===== src/design/gwpf_pkg.sv =====
`default_nettype none
package gwpf_pkg;

  localparam int GRID_DIM_DEF   = 32;
  localparam int PATH_DEPTH_DEF = 1024;

  localparam int COORD_W  = 5;
  localparam int CHAR_W   = 8;
  localparam int LIMIT_W  = 10;
  localparam int STATUS_W = 3;
  localparam int LBL_W    = 11;

  localparam logic [LIMIT_W-1:0] LIMIT_RESET   = LIMIT_W'(34 * 10);
  localparam logic [LBL_W-1:0]   LABEL_FREE    = 11'h7FE;
  localparam logic [LBL_W-1:0]   LABEL_BLOCKED = 11'h7FF;
  localparam logic [CHAR_W-1:0]  CHAR_BLK_LO   = 8'h30;
  localparam logic [CHAR_W-1:0]  CHAR_BLK_HI   = 8'h35;

  typedef enum logic [1:0] {
    MODE_LOAD,
    MODE_SEARCH,
    MODE_POP,
    MODE_CLEAR
  } mode_e;

  typedef enum logic [STATUS_W-1:0] {
    ST_DONE,
    ST_FOUND,
    ST_UNREACH,
    ST_PENDING,
    ST_WAY,
    ST_NOWAY
  } status_e;

  typedef struct packed {
    logic    clr_en;
    logic    load_wr;
    logic    latch;
    logic    init_en;
    logic    wave_clr;
    logic    wave_en;
    logic    goal_rd;
    logic    trace_start;
    logic    trace_en;
    logic    pop_rd;
    logic    clear;
    logic    out_load;
    status_e out_status;
    logic    out_way;
  } cmd_t;

  typedef struct packed {
    logic range_ok;
    logic sweep_last;
    logic init_done;
    logic wave_done;
    logic changed;
    logic goal_free;
    logic goal_lbl_ok;
    logic step_over;
    logic stack_empty;
    logic trace_done;
  } sts_t;

endpackage
`default_nettype wire


===== src/design/gwpf_ctrl.sv =====
`default_nettype none
module gwpf_ctrl import gwpf_pkg::*; (
  input  logic  clk_i,
  input  logic  rst_ni,
  input  logic  in_valid_i,
  output logic  in_stall_o,
  input  mode_e mode_i,
  output logic  out_valid_o,
  input  logic  out_stall_i,
  input  sts_t  sts_i,
  output cmd_t  cmd_o
);

  typedef enum logic [2:0] {
    S_CLR,
    S_IDLE,
    S_INIT,
    S_WAVE,
    S_WEND,
    S_WCHK,
    S_TRACE,
    S_FIN
  } state_e;

  state_e  state_q, state_d;
  status_e res_q, res_d;
  logic    way_q, way_d;
  logic    out_valid_q, out_valid_d;
  logic    out_free;

  assign out_free    = !out_valid_q || !out_stall_i;
  assign in_stall_o  = (state_q != S_IDLE);
  assign out_valid_o = out_valid_q;

  always_comb begin
    cmd_o       = '0;
    state_d     = state_q;
    res_d       = res_q;
    way_d       = way_q;
    out_valid_d = out_valid_q && out_stall_i;
    unique case (state_q)
      S_CLR: begin
        cmd_o.clr_en = 1'b1;
        if (sts_i.sweep_last) begin
          state_d = S_IDLE;
        end
      end
      S_IDLE: begin
        if (in_valid_i) begin
          way_d   = 1'b0;
          res_d   = ST_DONE;
          state_d = S_FIN;
          unique case (mode_i)
            MODE_LOAD: begin
              cmd_o.load_wr = 1'b1;
            end
            MODE_SEARCH: begin
              if (sts_i.range_ok) begin
                cmd_o.latch = 1'b1;
                state_d     = S_INIT;
              end else begin
                res_d = ST_UNREACH;
              end
            end
            MODE_POP: begin
              if (sts_i.stack_empty) begin
                res_d = ST_NOWAY;
              end else begin
                cmd_o.pop_rd = 1'b1;
                res_d        = ST_WAY;
                way_d        = 1'b1;
              end
            end
            MODE_CLEAR: begin
              cmd_o.clear = 1'b1;
            end
            default: ;
          endcase
        end
      end
      S_INIT: begin
        cmd_o.init_en = 1'b1;
        if (sts_i.init_done) begin
          cmd_o.wave_clr = 1'b1;
          state_d        = S_WAVE;
        end
      end
      S_WAVE: begin
        cmd_o.wave_en = 1'b1;
        if (sts_i.wave_done) begin
          state_d = S_WEND;
        end
      end
      S_WEND: begin
        cmd_o.goal_rd = 1'b1;
        state_d       = S_WCHK;
      end
      S_WCHK: begin
        priority if (sts_i.goal_free && !sts_i.step_over && sts_i.changed) begin
          cmd_o.wave_clr = 1'b1;
          state_d        = S_WAVE;
        end else if (!sts_i.goal_lbl_ok) begin
          res_d   = ST_UNREACH;
          state_d = S_FIN;
        end else if (!sts_i.stack_empty) begin
          res_d   = ST_PENDING;
          state_d = S_FIN;
        end else begin
          cmd_o.trace_start = 1'b1;
          state_d           = S_TRACE;
        end
      end
      S_TRACE: begin
        cmd_o.trace_en = 1'b1;
        if (sts_i.trace_done) begin
          res_d   = ST_FOUND;
          state_d = S_FIN;
        end
      end
      S_FIN: begin
        if (out_free) begin
          cmd_o.out_load = 1'b1;
          out_valid_d    = 1'b1;
          state_d        = S_IDLE;
        end
      end
      default: state_d = S_IDLE;
    endcase
    cmd_o.out_status = res_q;
    cmd_o.out_way    = way_q;
  end

  always_ff @(posedge clk_i or negedge rst_ni) begin
    if (!rst_ni) begin
      state_q     <= S_CLR;
      res_q       <= ST_DONE;
      way_q       <= 1'b0;
      out_valid_q <= 1'b0;
    end else begin
      state_q     <= state_d;
      res_q       <= res_d;
      way_q       <= way_d;
      out_valid_q <= out_valid_d;
    end
  end

endmodule
`default_nettype wire


===== config.mk =====
export PLATFORM = sky130hd
export DESIGN_NAME = gwpf_ctrl
export DESIGN_NICKNAME = d
export VERILOG_FILES = /design/src/design/gwpf_pkg.sv /design/src/design/gwpf_ctrl.sv
export SDC_FILE = /design/constraint.sdc
export NUM_CORES = 1
export LEC_CHECK = 0
export ABC_AREA = 1
export BUFFER_PORTS_ARGS = -buffer_cell sky130_fd_sc_hd__clkbuf_2
export CAP_MARGIN = 15
export CORE_MARGIN = 5
export CORE_UTILIZATION = 35
export DETAILED_ROUTE_END_ITERATION = 12
export PLACE_DENSITY_LB_ADDON = 0.25
export SLEW_MARGIN = 20
export SYNTH_ARGS = -nofsm -noshare
export SYNTH_HDL_FRONTEND = slang
export SYNTH_SLANG_ARGS = --single-unit

===== constraint.sdc =====
create_clock -name clk_i -period 1.73 [get_ports clk_i]
set_input_delay 0.2595 -clock clk_i [delete_from_list [all_inputs] [get_ports clk_i]]
set_output_delay 0.2595 -clock clk_i [all_outputs]
set_load 0.05 [all_outputs]

==> results.yml <==
status:
  outcome: "finished clean"
clock_tree:
  cts_tree: "built"
  htree_num_levels: 1
  worst_skew_pair_latency_ns: 0.25
  numClockSinks: 8
  buffer_cell_driving_the_clock_tree_root: "sky130_fd_sc_hd__clkbuf_4"
  tritoncts.num_buffers: 3
  clkTransAtPathRegs_ns: 0.05
  ctsLongestPathBuffers: 2
timing:
  rsz_0062_raised_after_global_routing: "yes"
  timing.clock.skew_ns: 0.001003
  setup-violations-final: 0
  timing_max_transition_violations_final: 0
  slew_headroom_pct: 74.78
  min_period_over_period_pct: 96.57
  finalWorstPathRequiredPeriod_ns: 1.671
  fmax_mhz: 598.6
  hold_viol: 0
  timing.setup.tns_ns: 0
  slew_at_the_pin_closest_to_its_max_slew_limit_ns: 0.3758
worst_setup_path:
  critPathKind: "flop to output pin"
  regToRegSetupSlack_ns: 0.34
  cp-end-kind: "output pin"
  worstPathRequired_ns: 1.47
  worstRegToRegCells: 8
  worst_r2r_endpoint: "res_q[0]$_DFFE_PN0P_"
  worstSetupStartpointType: "flop"
  critPathMaxFanout: 7
  worst-endpoint-arrival_ns: 1.41
  worstReg2RegStart: "state_q[0]$_DFFE_PN0P_"
  setup.worst_path.start: "state_q[2]$_DFFE_PN0P_"
min_path:
  whs_endpoint: "out_valid_o$_DFF_PN0_"
  worstHoldStart: "out_stall_i"
  timing.hold.worst_path_depth: 3
  hold_path.class: "input pin to flop"
global_routing:
  grt_start_max_net_pins: 12
  grt.total_usage_pct: 12.91
  grt_pass1_vias: 858
  grt_first_pass_wirelength_um: 3456
  antenna_found_initial: 0
  grt-ovfl-total: 0
detailed_routing:
  initialDrtViolationCount: 11
  drt_pre_antenna_iters: 4
  drt_drc_violations_left: 0
  detail_routed_net_length_per_standard_cell_um: 10.61
  route.vias.total: 911
  route.final.wire_length_um: 2100
  final_antenna_net_count: 0
  avgViaCountPerCell: 4.601
power_and_ir_drop:
  cellLeakagePower_nw: 0.6934
  power.ir.vdd_worst_mv: 1.355
  finalPower_mw: 2.125
  powerDensity_nw_per_um2: 1827
floorplan:
  floorplan.core_area_um2: 2255
  boundaryPins: 34
  core.rowCount: 17
  die_area_um2: 3487
  floorplan.die.width_um: 59.05
  fp.dieH_um: 59.05
  initial_utilization_pct: 37.35
yosys:
  netlist.area_leader.share_pct: 23.77
  synth-seq-area-share_pct: 23.77
  synth_ff_type: "sky130_fd_sc_hd__dfrtp_1"
  ys.warnings.count: 0
  synth.avg_cell_area_um2: 6.428
  synth_cells: 131
  synth_edf_count: 0
  yosysUniqueCellTypes: 24
  synth-async-reset-ratio_pct: 100.0
  mappedNetlistArea_um2: 842.1
  ys_top_cells_by_area: "sky130_fd_sc_hd__dfrtp_1 24%, sky130_fd_sc_hd__nand2_1 15%, sky130_fd_sc_hd__inv_1 8.5%"
  synthesis.nets: 152
  post-synth-top-area-cell: "sky130_fd_sc_hd__dfrtp_1"
  yosys.cell_count.top_type: "sky130_fd_sc_hd__nand2_1"
  synth.ff_latch_count: 8
  ys_top_cells_by_count: "33 x sky130_fd_sc_hd__nand2_1, 19 x sky130_fd_sc_hd__inv_1, 19 x sky130_fd_sc_hd__nor2_1"
flow_run:
  maxCapViolations: 0
placed_design:
  gpl.final_weighted_congestion: 0.8297
  port_buffers: 33
  detailed_placer_s_ending_hpwl_um: 1768
final_layout:
  antenna_cells_inserted: 0
  final_net_count: 193
  layout-drive-gt1-share_pct: 41.76
  synthToLayoutAreaGrowth_pct: 38.19
metrics by stage:
step	worst slack [ns]	cell area, um2	hold slack [ns]	std cells	utilization [%]
after floorplan	-0.1041	863.3	-0.03609	131	-
after global placement	0.1432	1062	0.1170	192	47.11
after detailed placement	0.09640	1062	0.1215	192	47.11
after CTS	0.01214	1112	0.2259	196	49.33
after global routing	-0.07890	1164	0.2493	198	51.61
final	0.05942	1164	0.2333	198	51.61
layout by cell type (no fill, tap or decap), types with 3 or more instances in the layout:
cell	netlist	layout
sky130_fd_sc_hd__inv_2	4	3
sky130_fd_sc_hd__buf_4	1	5
sky130_fd_sc_hd__buf_6	1	5
sky130_fd_sc_hd__dfrtp_1	8	6
sky130_fd_sc_hd__nand4_1	3	3
sky130_fd_sc_hd__nor2_1	19	16
sky130_fd_sc_hd__nand2_2	4	4
sky130_fd_sc_hd__nand3_1	11	11
sky130_fd_sc_hd__nor2_4	3	4
sky130_fd_sc_hd__clkbuf_2	0	26
sky130_fd_sc_hd__clkbuf_4	0	4
sky130_fd_sc_hd__nand3_2	4	3
sky130_fd_sc_hd__nor2_2	4	6
sky130_fd_sc_hd__inv_1	19	19
sky130_fd_sc_hd__ha_1	5	5
sky130_fd_sc_hd__nand2_1	33	33
routing by layer:
layer | GRT usage (%) | up-vias | part of all wire (%)
met5 | 0 | - | 0
met4 | 2.913 | 0 | 0.57
met3 | 3.922 | 2 | 6.6
met2 | 21.45 | 27 | 49
met1 | 16.34 | 402 | 44
li1 | - | 480 | -
how the worst max path moves through the flow:
stage,end,slack [ns],cells past startpoint
5_1_grt,cmd_o[4],-0.08,6
2_1_floorplan,cmd_o[14],-0.10,4
3_5_place_dp,cmd_o[6],0.1,5
3_3_place_gp,cmd_o[6],0.14,5
4_1_cts,cmd_o[6],0.01,6
6_report,cmd_o[9],0.06,4
critical path, cell delays in order (launching register included):
cell,delay [ns]
sky130_fd_sc_hd__dfrtp_2,0.50
sky130_fd_sc_hd__inv_4,0.08
sky130_fd_sc_hd__buf_4,0.17
sky130_fd_sc_hd__nor3_2,0.11
sky130_fd_sc_hd__clkbuf_2,0.30
area by class of cell:
class | count | area, um2
fill | 257 | 1091
multi-input combinational | 95 | 558.0
timing repair buffer | 39 | 246.5
sequential | 8 | 202.7
inverter | 25 | 98.84
tap | 28 | 35.03
clock buffer | 3 | 22.52
where the power goes:
| group | switching, mW | internal [mW] | total, mW |
|---|---|---|---|
| registers | 0.118 | 0.278 | 0.396 |
| clock network | 0.0632 | 0.0794 | 0.143 |
| logic | 1.09 | 0.497 | 1.59 |
kinds of logic after synthesis:
group / after synthesis / synth area share, %
fa+ha+maj: 5 / 7.429
compound gates: 4 / 2.526
simple gates: 86 / 52.01
flops: 8 / 23.77
buf+inv: 28 / 14.26
sequential cells by signal, indices dropped and copies added (netlist names):
signal and cells:
out_valid_o 1, state_q 3, res_q 3, way_q 1
repair_timing:
action                                 in CTS  in global routing
endpoints found under the hold margin       8                  0
setup endpoints to repair                   9                  6
gates cloned                                0                  0
buffers inserted                            0                  2
gates resized for setup                     8                 16
hold buffers                                1                  0
pin swaps                                   0                  0
(Power assumes the default switching activity.)
